===== config.mk =====
export PLATFORM = sky130hd
export DESIGN_NAME = wma_mul
export DESIGN_NICKNAME = d
export VERILOG_FILES = /design/src/hw/rtl/weighted_moving_average_defines.svh /design/src/hw/rtl/wma_pkg.sv /design/src/hw/rtl/wma_mul.sv
export SDC_FILE = /design/constraint.sdc
export NUM_CORES = 2
export LEC_CHECK = 0
export BUFFER_PORTS_ARGS = -buffer_cell sky130_fd_sc_hd__buf_4
export CAP_MARGIN = 20
export CORE_MARGIN = 2
export CORE_UTILIZATION = 55
export CTS_BUF_LIST = sky130_fd_sc_hd__clkbuf_8
export CTS_CLUSTER_SIZE = 20
export DETAILED_ROUTE_END_ITERATION = 6
export HOLD_SLACK_MARGIN = 0.1
export PLACE_DENSITY = 0.73
export SLEW_MARGIN = 20
export SYNTH_ARGS = -nofsm -noshare
export SYNTH_HDL_FRONTEND = slang
export SYNTH_SLANG_ARGS = --single-unit

===== constraint.sdc =====
create_clock -name clk -period 7.5 [get_ports clk]
set_input_delay 0 -clock clk [delete_from_list [all_inputs] [get_ports clk]]
set_output_delay 0 -clock clk [all_outputs]
set_load 0.1 [all_outputs]

===== src/hw/rtl/weighted_moving_average_defines.svh =====
// assertion macros for the weighted moving average block
// users must have clk and arst_n in scope
`ifndef WEIGHTED_MOVING_AVERAGE_DEFINES_SVH
`define WEIGHTED_MOVING_AVERAGE_DEFINES_SVH

// checked only while out of reset
`define WMA_ASSERT(label, prop, msg) \
	label: assert property (@(posedge clk) disable iff (!arst_n) (prop)) else $error(msg);

// checked at every edge, reset included
`define WMA_ASSERT_ALWAYS(label, prop, msg) \
	label: assert property (@(posedge clk) (prop)) else $error(msg);

`endif


===== src/hw/rtl/wma_pkg.sv =====
// shared constants and types for the weighted moving average block
// no dependencies
`default_nettype none

package wma_pkg;

	localparam int MAX_PERIOD = 1024;
	localparam int PRICE_BITS = 32;
	localparam int ADDR_W     = $clog2(MAX_PERIOD);
	localparam int BAR_W      = $clog2(MAX_PERIOD + 1);
	// n(n+1)/2 at the largest period
	localparam int TRI_W      = $clog2(MAX_PERIOD * (MAX_PERIOD + 1) / 2 + 1);
	localparam int WSUM_W     = PRICE_BITS + BAR_W - 1;
	localparam int CWS_W      = PRICE_BITS + TRI_W;
	localparam int MUL_A_W    = TRI_W;
	localparam int MUL_P_W    = MUL_A_W + PRICE_BITS;
	localparam int QUO_W      = PRICE_BITS;
	localparam int DIVR_W     = TRI_W;
	localparam int DVD_W      = CWS_W;
	localparam int CFG_W      = 11;
	localparam int CFG_IDX_W  = 1;

	localparam logic [CFG_IDX_W-1:0] REG_PERIOD = 1'd0;
	localparam logic [CFG_IDX_W-1:0] REG_EARLY  = 1'd1;

	localparam logic [CFG_W-1:0] PERIOD_RESET = 11'd14;

	typedef struct packed {
		logic busy;
		logic done;
	} div_status_t;

endpackage

`default_nettype wire


===== src/hw/rtl/wma_mul.sv =====
// registered multiplier shared by every product of the sequencer
// depends on wma_pkg
`default_nettype none

module wma_mul (
	input  logic                        clk,
	input  logic [wma_pkg::MUL_A_W-1:0] a,
	input  logic [wma_pkg::PRICE_BITS-1:0] b,
	output logic [wma_pkg::MUL_P_W-1:0] p
);
	import wma_pkg::*;

	always_ff @(posedge clk) begin
		p <= MUL_P_W'(a) * MUL_P_W'(b);
	end

endmodule

`default_nettype wire


# After elaboration in Yosys (flattened, before gate mapping)
# Cells that the tools add are included.
dict set report classes {
  multipliers 1
}
# cell count
set ops {}
lappend ops {{20-bit by 32-bit multiplier with 52-bit output} 1}
dict set report word_totals {
  register_bits 52
  out_inout_bits 52
  elab_cells 2
}

# Longest topological paths before layout
dict set report depth {
  ltp_word 1
  mapped_depth 27
  ltp_nobuf 25
}

# Worst setup path before layout
# No wires, ideal clock.
dict set report synth_timing {
  path_type {input-to-reg}
  startpoint {input b[26] (netlist name)}
  endpoint {register p[50] (netlist name)}
  setup_ns 0.072
  arrival_time_ns 5.863
  required_ns 7.428
  slack_ns 1.565
  cell_stages 24
  path_cell_list {clkbuf_1 -> nand2_1 -> fa_1 -> inv_1 -> fa_1 -> inv_1 -> fa_1 -> inv_1 -> fa_1 -> fa_1 -> fa_1 -> inv_1 -> fa_1 -> inv_1 -> ha_1 -> and3_1 -> and3_1 -> nand2_1 -> o32ai_2 -> a21oi_2 -> o31ai_4 -> nand2_1 -> o31ai_2 -> xor2_1}
}
dict set report synth_between {
  elab_chain_len 1
}
# item line
set synth_rtl {}
lappend synth_rtl {{start, declared} wma_mul.sv:8} ;# input logic [wma_pkg::PRICE_BITS-1:0] b,
lappend synth_rtl {{20-bit by 32-bit multiplier with 52-bit output} wma_mul.sv:14} ;# p <= MUL_P_W'(a) * MUL_P_W'(b);
lappend synth_rtl {{end signal, assigned} wma_mul.sv:14}
lappend synth_rtl {{end, declared} wma_mul.sv:9} ;# output logic [wma_pkg::MUL_P_W-1:0] p
# No other way between the ends.

# Final worst setup path
dict set report layout_timing {
  startpoint {input b[0] (netlist name)}
  endpoint {register p[45] (netlist name)}
}
# The elaborated chain is that of the path after synthesis.

==> flow_metrics.py <==
metrics = {
    "floorplan": {
        "fp-row-count": 72,
        "core_area_sq_mm": 0.0387,
        "die_area_sq_mm": 0.0409,
        "die_w_microns": 202,
        "die_h_microns": 202,
        "io_pins": 105,
        "start_util_pct": 55.8,
    },
    "routing": {
        "drt_iter0_drc": 643,
        "route.detailed.drc": 0,
        "wirelength_microns": 54200,
        "viasPerCell": 5.47,
        "routedWlPerCell_microns": 18.6,
        "drtAntennaViolNets": 0,
        "dr.pass1.iters": 5,
        "vias": 15900,
    },
    "global_routing": {
        "gr-total-overflow": 0,
        "met2_usage_pct": 51.6,
        "met3_usage_pct": 3.26,
        "use_met1_pct": 33.0,
        "grt_busiest_layer": "met2",
        "grt_pass1_wl_microns": 90300,
        "antenna_found_initial": 1,
        "grt_pass1_vias": 17800,
        "grt_max_degree": 33,
        "track_usage_pct": 28.2,
    },
    "clocking": {
        "cts_buffers": 5,
        "tritoncts": "yes",
        "cts_max_level": 2,
        "cts_root_buffer": "clkbuf_8",
        "cts_buffer_depth": 2,
        "numClockSinks": 52,
        "cts.clk_slew.worst_paths_ps": 100,
        "cts_resized": 0,
    },
    "synthesis": {
        "synthDistinctLibCells": 55,
        "synth_edf_count": 0,
        "ys_ff_latch": 52,
        "synth_area_per_cell_sq_um": 8.96,
        "synth.cell_area_sq_mm": 0.0216,
        "synth_cells": 2410,
        "ys_warn_count": 0,
        "ys_seq_area_share_pct": 4.82,
        "synthArstFlopShare_pct": 0,
        "synthesis.nets": 3161,
        "synthFlopType": "dfxtp_1",
    },
    "critical_path": {
        "worst_setup_path_end_kind": "flop",
        "worstPathArrival_ps": 6810,
        "crit_path_max_fanout": 20,
        "startpoint_type": "input pin",
        "critPathKind": "input pin to flop",
        "required_ps": 7730,
    },
    "sta": {
        "setup_tns_ps": 0,
        "period_share_pct": 87.8,
        "worst_pin_slew_ps": 576,
        "setup_viol": 0,
        "finalCriticalPeriod_ps": 6590,
        "relSlewSlack_pct": 60.6,
        "rsz0062_at_grt": "no",
        "max_freq_ghz": 0.152,
        "slew_viol_final": 0,
        "hold_viol": 0,
    },
    "place": {
        "dp_hpwl_microns": 43600,
        "port_buffers": 104,
        "place.gp.congestion": 0.879,
    },
    "hold_path": {
        "holdPathEnd": "p[1]",
        "min_from": "b[1]",
        "holdPathStages": 3,
        "hold_class": "input pin to flop",
    },
    "cells_and_area": {
        "mostFrequentLayoutCells": "inv_1 (567), fa_1 (536), nand2_1 (381)",
        "largest_register": "p",
        "largest_reg_flops": 52,
        "layout_commonest_cell": "inv_1",
        "drive_gt1_share_pct": 5.35,
        "diodes": 0,
        "area_growth_pct": 4.87,
        "largest_registers": "p (52)",
        "nets": 3144,
    },
    "run": {
        "max-cap-violations": 0,
    },
    "run_status": {
        "status": "finished clean",
    },
}
## final cells by class
type                            instances  area [sq um]
Timing Repair Buffer                  106           801
Sequential cell                        52          1040
Fill cell                            3423         16100
Tap cell                              518           648
Multi-Input combinational cell       1661         17900
Clock inverter                          3          27.5
Clock buffer                            5          68.8
Inverter                              567          2130
## worst max-delay path, stage by stage
cell and delay [ps]:
dlygate4sd3_1 530, buf_4 260, nand2_1 110, fa_1 460, fa_1 490, inv_1 50
fa_1 460, fa_1 530, fa_1 440, fa_1 530, inv_1 60, fa_1 480
inv_1 40, ha_1 360, nand2_1 120, o21ai_0 130, a2111oi_0 580, a21oi_2 180
a21oi_1 380, a21oi_2 120, mux2i_1 150, a2111oi_2 330
## per-stage QoR
stage / hold slack [ps] / setup WS [ps] / area, sq um / utilization (%) / std cells
floorplan: 246 / 1570 / 21600 / - / 2410
global placement: 440 / 943 / 22500 / 58.2 / 2902
detailed placement: 446 / 768 / 22500 / 58.2 / 2902
CTS: 217 / 934 / 22700 / 58.5 / 2912
global route: 220 / 496 / 22700 / 58.5 / 2912
finish: 230 / 914 / 22700 / 58.5 / 2912
## routing by layer
| metal | up-vias | part of all wire, % |
|---|---|---|
| li1 | 6933 | - |
| met1 | 8327 | 36 |
| met2 | 511 | 54 |
| met3 | 163 | 4.9 |
| met4 | 0 | 5.6 |
| met5 | - | 0 |
## cells by family (layout without fill, tap and decap cells)
family / after synthesis / after routing / share of synthesized area, %
simple gates: 758 / 758 / 17.3
fa+ha+maj: 698 / 698 / 59.1
buf+inv: 697 / 681 / 12.1
compound gates: 154 / 154 / 4.65
flops: 52 / 52 / 4.82
xor+xnor: 50 / 50 / 2.03
mux: 1 / 1 / 0.0463
## Yosys cell counts, types with 2 or more instances
cell,n,area (sq um)
o41ai_1,2,17.5
o21ai_0,25,125
xnor2_1,29,254
a21oi_2,3,26.3
and3_1,7,43.8
o221ai_1,2,17.5
and2_1,302,1890
a31oi_1,7,43.8
a21oi_1,54,270
clkbuf_1,127,477
nand4_1,9,56.3
a21o_1,24,180
and4_1,2,17.5
o211ai_1,4,30.0
nand3_1,11,55.1
or3_1,4,25.0
o21ai_1,5,25.0
fa_1,536,10700
dfxtp_1,52,1040
xor2_1,21,184
and3_2,2,15.0
o31ai_2,2,25.0
nand2_1,381,1430
nor2b_1,5,31.3
inv_1,567,2130
buf_2,2,10.0
o21bai_1,7,52.6
nor2_1,23,86.3
nor3_1,3,15.0
ha_1,162,2030
nand2b_1,4,25.0
o21a_1,2,15.0
or2_2,2,12.5
## worst max path at each step
stage | end | cells after the start | slack (ps) | startpoint
floorplan | p[50] | 24 | 1570 | b[26]
global placement | p[51] | 25 | 940 | a[2]
detailed placement | p[45] | 21 | 770 | a[5]
CTS | p[45] | 22 | 930 | b[0]
global route | p[45] | 22 | 500 | b[0]
finish | p[45] | 22 | 910 | b[0]
## timing repair
action	CTS	global route
endpoints found under the hold margin	1	0
hold buffers	2	0
setup endpoints to repair	0	0
setup buffers	0	0
Power is left out: the tool's default activity adds up to more than one toggle a clock period on the data nets, which glitch-free logic cannot reach.
