`config.mk`:
```
export PLATFORM = sky130hd
export DESIGN_NAME = wma_div
export DESIGN_NICKNAME = d
export VERILOG_FILES = /design/src/hw/rtl/weighted_moving_average_defines.svh /design/src/hw/rtl/wma_pkg.sv /design/src/hw/rtl/wma_div.sv
export SDC_FILE = /design/constraint.sdc
export NUM_CORES = 1
export LEC_CHECK = 0
export BUFFER_PORTS_ARGS = -buffer_cell sky130_fd_sc_hd__clkbuf_2
export CAP_MARGIN = 20
export CORE_MARGIN = 1.5
export CORE_UTILIZATION = 30
export DETAILED_ROUTE_END_ITERATION = 8
export HOLD_SLACK_MARGIN = 0.06
export SYNTH_ARGS = -nofsm -noshare
export SYNTH_HDL_FRONTEND = slang
export SYNTH_SLANG_ARGS = --single-unit
export TNS_END_PERCENT = 10
```
`constraint.sdc`:
```
create_clock -name clk -period 7.3 [get_ports clk]
set_input_delay 0.365 -clock clk [delete_from_list [all_inputs] [get_ports clk]]
set_output_delay 0.365 -clock clk [all_outputs]
set_load 0.005 [all_outputs]
```
`src/hw/rtl/weighted_moving_average_defines.svh`:
```
// assertion macros for the weighted moving average block
// users must have clk and arst_n in scope
`ifndef WEIGHTED_MOVING_AVERAGE_DEFINES_SVH
`define WEIGHTED_MOVING_AVERAGE_DEFINES_SVH

// checked only while out of reset
`define WMA_ASSERT(label, prop, msg) \
	label: assert property (@(posedge clk) disable iff (!arst_n) (prop)) else $error(msg);

// checked at every edge, reset included
`define WMA_ASSERT_ALWAYS(label, prop, msg) \
	label: assert property (@(posedge clk) (prop)) else $error(msg);

`endif

```
`src/hw/rtl/wma_pkg.sv`:
```
// shared constants and types for the weighted moving average block
// no dependencies
`default_nettype none

package wma_pkg;

	localparam int MAX_PERIOD = 1024;
	localparam int PRICE_BITS = 32;
	localparam int ADDR_W     = $clog2(MAX_PERIOD);
	localparam int BAR_W      = $clog2(MAX_PERIOD + 1);
	// n(n+1)/2 at the largest period
	localparam int TRI_W      = $clog2(MAX_PERIOD * (MAX_PERIOD + 1) / 2 + 1);
	localparam int WSUM_W     = PRICE_BITS + BAR_W - 1;
	localparam int CWS_W      = PRICE_BITS + TRI_W;
	localparam int MUL_A_W    = TRI_W;
	localparam int MUL_P_W    = MUL_A_W + PRICE_BITS;
	localparam int QUO_W      = PRICE_BITS;
	localparam int DIVR_W     = TRI_W;
	localparam int DVD_W      = CWS_W;
	localparam int CFG_W      = 11;
	localparam int CFG_IDX_W  = 1;

	localparam logic [CFG_IDX_W-1:0] REG_PERIOD = 1'd0;
	localparam logic [CFG_IDX_W-1:0] REG_EARLY  = 1'd1;

	localparam logic [CFG_W-1:0] PERIOD_RESET = 11'd14;

	typedef struct packed {
		logic busy;
		logic done;
	} div_status_t;

endpackage

`default_nettype wire

```
`src/hw/rtl/wma_div.sv`:
```
// restoring divider, one quotient bit per cycle
// depends on wma_pkg; quotient must fit in QUO_W bits
`default_nettype none

module wma_div (
	input  logic                        clk,
	input  logic                        arst_n,
	input  logic                        start,
	input  logic [wma_pkg::DVD_W-1:0]   dividend,
	input  logic [wma_pkg::DIVR_W-1:0]  divisor,
	output logic [wma_pkg::QUO_W-1:0]   quotient,
	output wma_pkg::div_status_t        status
);
	import wma_pkg::*;

	localparam int CNT_W = $clog2(QUO_W + 1);

	logic [CNT_W-1:0]  cnt_q;
	logic              done_q;
	logic [DIVR_W-1:0] rem_q;
	logic [DIVR_W-1:0] dvs_q;
	logic [QUO_W-1:0]  quo_q;
	logic [DIVR_W:0]   trial;
	logic [DIVR_W:0]   diff;
	logic              ge;

	assign trial = {rem_q, quo_q[QUO_W-1]};
	assign diff  = trial - {1'b0, dvs_q};
	assign ge    = trial >= {1'b0, dvs_q};

	always_ff @(posedge clk or negedge arst_n) begin
		if (!arst_n) begin
			cnt_q  <= '0;
			done_q <= 1'b0;
		end else begin
			done_q <= 1'b0;
			if (start) begin
				cnt_q <= CNT_W'(QUO_W);
			end else if (cnt_q != '0) begin
				cnt_q <= cnt_q - 1'b1;
				if (cnt_q == CNT_W'(1)) done_q <= 1'b1;
			end
		end
	end

	// high part of the dividend is below the divisor, so it seeds the remainder
	always_ff @(posedge clk) begin
		if (start) begin
			rem_q <= dividend[DVD_W-1:QUO_W];
			quo_q <= dividend[QUO_W-1:0];
			dvs_q <= divisor;
		end else if (cnt_q != '0) begin
			rem_q <= ge ? diff[DIVR_W-1:0] : trial[DIVR_W-1:0];
			quo_q <= {quo_q[QUO_W-2:0], ge};
		end
	end

	assign quotient    = quo_q;
	assign status.busy = cnt_q != '0;
	assign status.done = done_q;

endmodule

`default_nettype wire
```
==> Word-level counts from Yosys, hierarchy flattened <==
Index checks and enable logic that the tools add are counted.
{ "word_totals": {"wordCells": 21, "in_bits": 75, "output_inout_bits": 34, "regBits": 79} }
{ "classes": {"n_lt_le_gt_ge": 1, "eq_ne": 1, "n_mux": 10, "reduce_logical": 2, "add_sub_neg": 2} }
{ "op_table": {"columns": ["cell", "count"], "rows": [
  ["32-bit two-way mux", 2],
  ["20-bit two-way mux", 3],
  ["21-bit by 20-bit greater-or-equal comparator with 1-bit output", 1],
  ["20-bit subtractor", 1],
  ["6-bit two-way mux", 2],
  ["6-bit by 1-bit == test with 1-bit output, second input constant", 1],
  ["6-bit nonzero test", 1],
  ["6-bit by 1-bit subtractor with 6-bit output, second input constant", 1],
  ["1-bit two-way mux", 3],
  ["2-bit nonzero test", 1]
]} }

==> Depth between registers and ports, before layout <==
{ "depth": {"depth_word": 4, "mapped_depth": 11, "depth_no_buf": 11} }

==> Worst setup path before layout <==
OpenSTA, ideal clock, no wires.
{ "synth_path": {"path_kind": "reg-to-reg", "startpoint": "register quo_q[31] (netlist: quotient[31])", "endpoint": "register rem_q[18], data pin", "setup_ns": 0.268, "path_stages_with_launch": 11, "period_less_slack_ns": 2.496, "required_ns": 7.032, "path_buffers": 0, "arrival_time_ns": 2.228, "slack_ns": 4.804, "cell_sequence": "edfxtp_1 > inv_1 > ha_1 > inv_1 > fa_1 > a211oi_1 > nor2_1 > o31ai_1 > o21ai_0 > a2111oi_0 > o31ai_1"} }
{ "synth_between": {"elab_chain_len": 4, "elab_cells_between_ends": 5, "cone_classes": "add/sub: 1; order compare: 1; mux: 3"} }
{ "synth_rtl": {"columns": ["element", "line", "source"], "rows": [
  ["start, declared", "wma_div.sv:22", "logic [QUO_W-1:0] quo_q;"],
  ["start signal, assigned", "wma_div.sv:50", "quo_q <= dividend[QUO_W-1:0];"],
  ["start signal, assigned", "wma_div.sv:54", "quo_q <= {quo_q[QUO_W-2:0], ge};"],
  ["20-bit subtractor / 21-bit by 20-bit greater-or-equal comparator with 1-bit output (equally long branches)", "wma_div.sv:28, wma_div.sv:29", null],
  ["20-bit two-way mux (*)", "wma_div.sv:53", "rem_q <= ge ? diff[DIVR_W-1:0] : trial[DIVR_W-1:0];"],
  ["20-bit two-way mux (*)", "wma_div.sv:52", "end else if (cnt_q != '0) begin"],
  ["20-bit two-way mux (*)", "wma_div.sv:48", "if (start) begin"],
  ["end signal, assigned", "wma_div.sv:49", "rem_q <= dividend[DVD_W-1:QUO_W];"],
  ["end signal, assigned", "wma_div.sv:53", null],
  ["end, declared", "wma_div.sv:20", "logic [DIVR_W-1:0] rem_q;"]
]} }
Mark *: on every way between the ends. The rest lies on a longest branch, timed or not. The select of a mux whose other input is x is not followed.
A chain may end at the register's enable or synchronous reset.

==> Worst setup path after layout <==
{ "layout_path": {"startpoint": "register rem_q[16]", "endpoint": "register rem_q[0], data pin"} }
{ "layout_between": {"elab_chain_len": 4} }
{ "layout_rtl": {"columns": ["element", "line", "source"], "rows": [
  ["21-bit by 20-bit greater-or-equal comparator with 1-bit output", "wma_div.sv:29", "assign ge = trial >= {1'b0, dvs_q};"],
  ["20-bit two-way mux", "wma_div.sv:53", null],
  ["20-bit two-way mux", "wma_div.sv:52", null],
  ["20-bit two-way mux", "wma_div.sv:48", null]
]} }
No other way between the ends. The select of a mux whose other input is x is not followed.

==> impl_metrics.tcl <==
set metrics [dict create \
    coreArea_sq_um 14700 \
    relSlewSlack_pct 30.9 \
    p_per_area_nw_per_um2 377 \
    cp.arrival_ns 3.18 \
    min_path_type "input pin to flip-flop" \
    cts_num_sinks 79 \
    grt_pass1_vias 3600 \
    seqCellArea_sq_um 2340 \
    synth_top_flop_cell "edfxtp_1" \
    grt_max_degree 70 \
    num_vias 3422 \
    fin_worst_skew_ns 0.00784 \
    fin_tns_setup_ns 0 \
    status "completed" \
    io_pins 109 \
    drv_cap 0 \
    grt_overflow 0 \
    syn_avg_cell_area_sq_um 11.3 \
    cp_max_fo 36 \
    cts_tree "built" \
    fill_cells 1464 \
    fin_crit_sh_pct 42.3 \
    die_area_sq_um 16000 \
    ys_types 52 \
    row_count 44 \
    worst_setup_hold_path_clk_slew_ns 0.06 \
    io_buffers 108 \
    clock.fmax_mhz 324 \
    antenna_found_initial 0 \
    rr_endpoint "rem_q[0]" \
    cts.htree.levels 3 \
    reg2regPathDepth 8 \
    hold_viol 0 \
    drc 0 \
    timing_worst_slew_pin_value_ns 1.04 \
    postCtsSetupBuffers 0 \
    criticalPathCategory "flip-flop to flip-flop" \
    multiInputGateArea_sq_um 2020 \
    nets 605 \
    critPathLaunch "rem_q[16]" \
    reg2reg_slack_ns 4.22 \
    crit_end "rem_q[0]" \
    syn-num-nets 503 \
    firstDrtPassIters 5 \
    synthArstFlopShare_pct 8.86 \
    ant_nets 0 \
    cts_buffer_depth 2 \
    cts_root_buf "clkbuf_16" \
    grt.total_usage_pct 13.9 \
    synth_area_sq_um 4570 \
    clkLatencyLatePin_ns 0.35 \
    leakagePower_nw 2.34 \
    cts_buffers 9 \
    cp-end-kind "flip-flop" \
    finalSetupViolCount 0 \
    r2r_start "rem_q[16]" \
    routabilityCongestion 0.882 \
    cp.required_ns 7.40 \
    grt_pass1_wl_microns 17400 \
    final_layout_size_suffix_gt1_share_pct 32.4 \
    drtIter0Drc 207 \
    ir_worst_vdd_uv 158 \
    routedWlPerCell_microns 15.2 \
    detailed_place_hpwl_microns 7700 \
    routed_wl_microns 10600 \
    rsz0062_at_grt "no" \
    dp_cells 679 \
    synth_edf_count 72 \
    die_h_microns 126 \
    netlist_instances 405 \
    period_minus_slack_ns 3.08 \
    layout.cells.non_filler 696 \
    ys_ff_latch 79 \
    num_antenna_cells 0 \
    critPathLaunchType "flip-flop" \
    ys_seq_area_share_pct 51.2 \
    area_growth_pct 21.6 \
    die_x_microns 126 \
    maxSlewViolCount 0 \
    vias_per_cell 4.92 \
    initial_core_util_pct 31.1 \
    yosys_warnings 0 \
]
[flip-flops by register name, indices dropped and copies added (netlist names)]
| signal | flops |
|---|---|
| dvs_q | 20 |
| cnt_q | 6 |
| done_q | 1 |
| rem_q | 20 |
| quotient | 32 |
[cell usage after synthesis (2+ instances only)]
| cell type | count | share of area (%) |
|---|---|---|
| edfxtp_1 | 72 | 47 |
| inv_1 | 28 | 2.3 |
| a21oi_1 | 26 | 2.8 |
| mux2_2 | 32 | 7.9 |
| nor4_1 | 3 | 0.41 |
| or3_1 | 2 | 0.27 |
| o21ai_1 | 6 | 0.66 |
| a21o_1 | 3 | 0.49 |
| nand2b_1 | 5 | 0.68 |
| nor3_1 | 11 | 1.2 |
| a21oi_2 | 2 | 0.38 |
| o21a_1 | 2 | 0.33 |
| a211oi_2 | 2 | 0.55 |
| a221o_1 | 4 | 0.88 |
| dfrtp_1 | 7 | 3.8 |
| ha_1 | 22 | 6.0 |
| clkbuf_1 | 6 | 0.49 |
| nand2_1 | 34 | 2.8 |
| nand3_1 | 4 | 0.44 |
| o311ai_1 | 7 | 1.3 |
| and3_1 | 2 | 0.27 |
| a31oi_1 | 3 | 0.41 |
| xnor2_1 | 5 | 0.96 |
| nor2b_1 | 10 | 1.4 |
| o211ai_1 | 3 | 0.49 |
| mux2i_1 | 7 | 1.5 |
| o31ai_1 | 2 | 0.33 |
| nor2_1 | 22 | 1.8 |
| nand4_1 | 5 | 0.68 |
| buf_2 | 5 | 0.55 |
| a211oi_1 | 4 | 0.66 |
| xor2_1 | 7 | 1.3 |
| buf_1 | 5 | 0.41 |
| a211o_1 | 3 | 0.58 |
| o21ai_0 | 19 | 2.1 |
| nand3b_1 | 7 | 1.2 |
| buf_6 | 3 | 0.74 |
[layout make-up]
cell class | instances | area share (%)
Inverter | 28 | 1.89
Multi-Input combinational cell | 278 | 36.3
Sequential cell | 79 | 42.1
Clock inverter | 7 | 1.28
Tap cell | 184 | 4.14
Clock buffer | 9 | 4.05
Timing Repair Buffer | 111 | 10.2
[worst max-delay path: stages (launching register included)]
cell      delay [ns]
edfxtp_1        0.41
ha_1            0.39
and3_1          0.27
nand2_1         0.10
nor4_1          0.07
a211o_2         0.33
a31oi_4         0.81
mux2i_1         0.16
mux2_2          0.29
[layer usage]
metal  routed length (microns)  up-vias  global-route usage [%]
met3                      1020        9                    7.04
li1                          -     1711                       -
met5                         0        -                       0
met4                       118        0                    3.25
met2                      5060      127                    23.7
met1                      4370     1575                    15.6
[through the flow]
stage | hold WS (ns) | worst slack [ns] | power [mW] | utilization [%] | cell area [sq um]
2_1_floorplan | 0.0694 | 4.80 | 1.43 | - | 4570
3_3_place_gp | 0.215 | 4.25 | 1.63 | 35.7 | 5250
3_5_place_dp | 0.221 | 4.19 | 1.65 | 35.7 | 5250
4_1_cts | 0.174 | 4.19 | 2.12 | 37.8 | 5560
5_1_grt | 0.172 | 3.98 | 2.26 | 37.8 | 5560
6_report | 0.192 | 4.22 | 2.09 | 37.8 | 5560
[power by group]
group / switching, mW / total (mW) / internal [mW]
combinational: 0.529 / 0.916 / 0.387
sequential: 0.0702 / 0.726 / 0.656
clock: 0.187 / 0.452 / 0.265
[placed cells by master (no fill, tap or decap), types with 3 or more instances in the layout]
cell       netlist  final
a211o_1          3      3
a211oi_1         4      4
a21o_1           3      3
a21oi_1         26     26
a221o_1          4      4
a31oi_1          3      3
buf_4            1      3
clkbuf_16        0      9
clkbuf_2         0    107
dfrtp_1          7      7
edfxtp_1        72     72
ha_1            22     22
inv_1           28     28
mux2_2          32     32
mux2i_1          7      7
nand2_1         34     34
nand2b_1         5      5
nand3_1          4      4
nand3b_1         7      7
nand4_1          5      5
nor2_1          22     22
nor2b_1         10     10
nor3_1          11     11
nor4_1           3      3
o211ai_1         3      3
o21ai_0         19     19
o21ai_1          6      6
o311ai_1         7      7
xnor2_1          5      5
xor2_1           7      7
[worst min path at each step]
stage | cells past startpoint | from | slack [ns] | to
5_1_grt | 1 | divisor[5] | 0.17 | dvs_q[5]
3_3_place_gp | 1 | arst_n | 0.21 | cnt_q[1]
6_report | 1 | divisor[5] | 0.19 | dvs_q[5]
4_1_cts | 1 | divisor[5] | 0.17 | dvs_q[5]
3_5_place_dp | 1 | arst_n | 0.22 | cnt_q[1]
2_1_floorplan | 0 | arst_n | 0.07 | cnt_q[0]
[cells by family (layout without fill, tap and decap cells)]
logic type | count (synthesis) | count (layout) | share of synthesized area (%)
adder cells (fa/ha/maj) | 23 | 23 | 6.46
buffers and inverters | 48 | 155 | 4.66
AO/OA/AOI/OAI | 91 | 91 | 13.3
AND/OR/NAND/NOR | 113 | 113 | 12.7
flip-flops | 79 | 79 | 51.2
multiplexers | 39 | 39 | 9.42
XOR/XNOR | 12 | 12 | 2.30
[timing repair]
action,in CTS,in global routing
hold buffers,1,0
resized for setup,0,0
hold endpoints to repair,7,0
(Power assumes the default switching activity.)
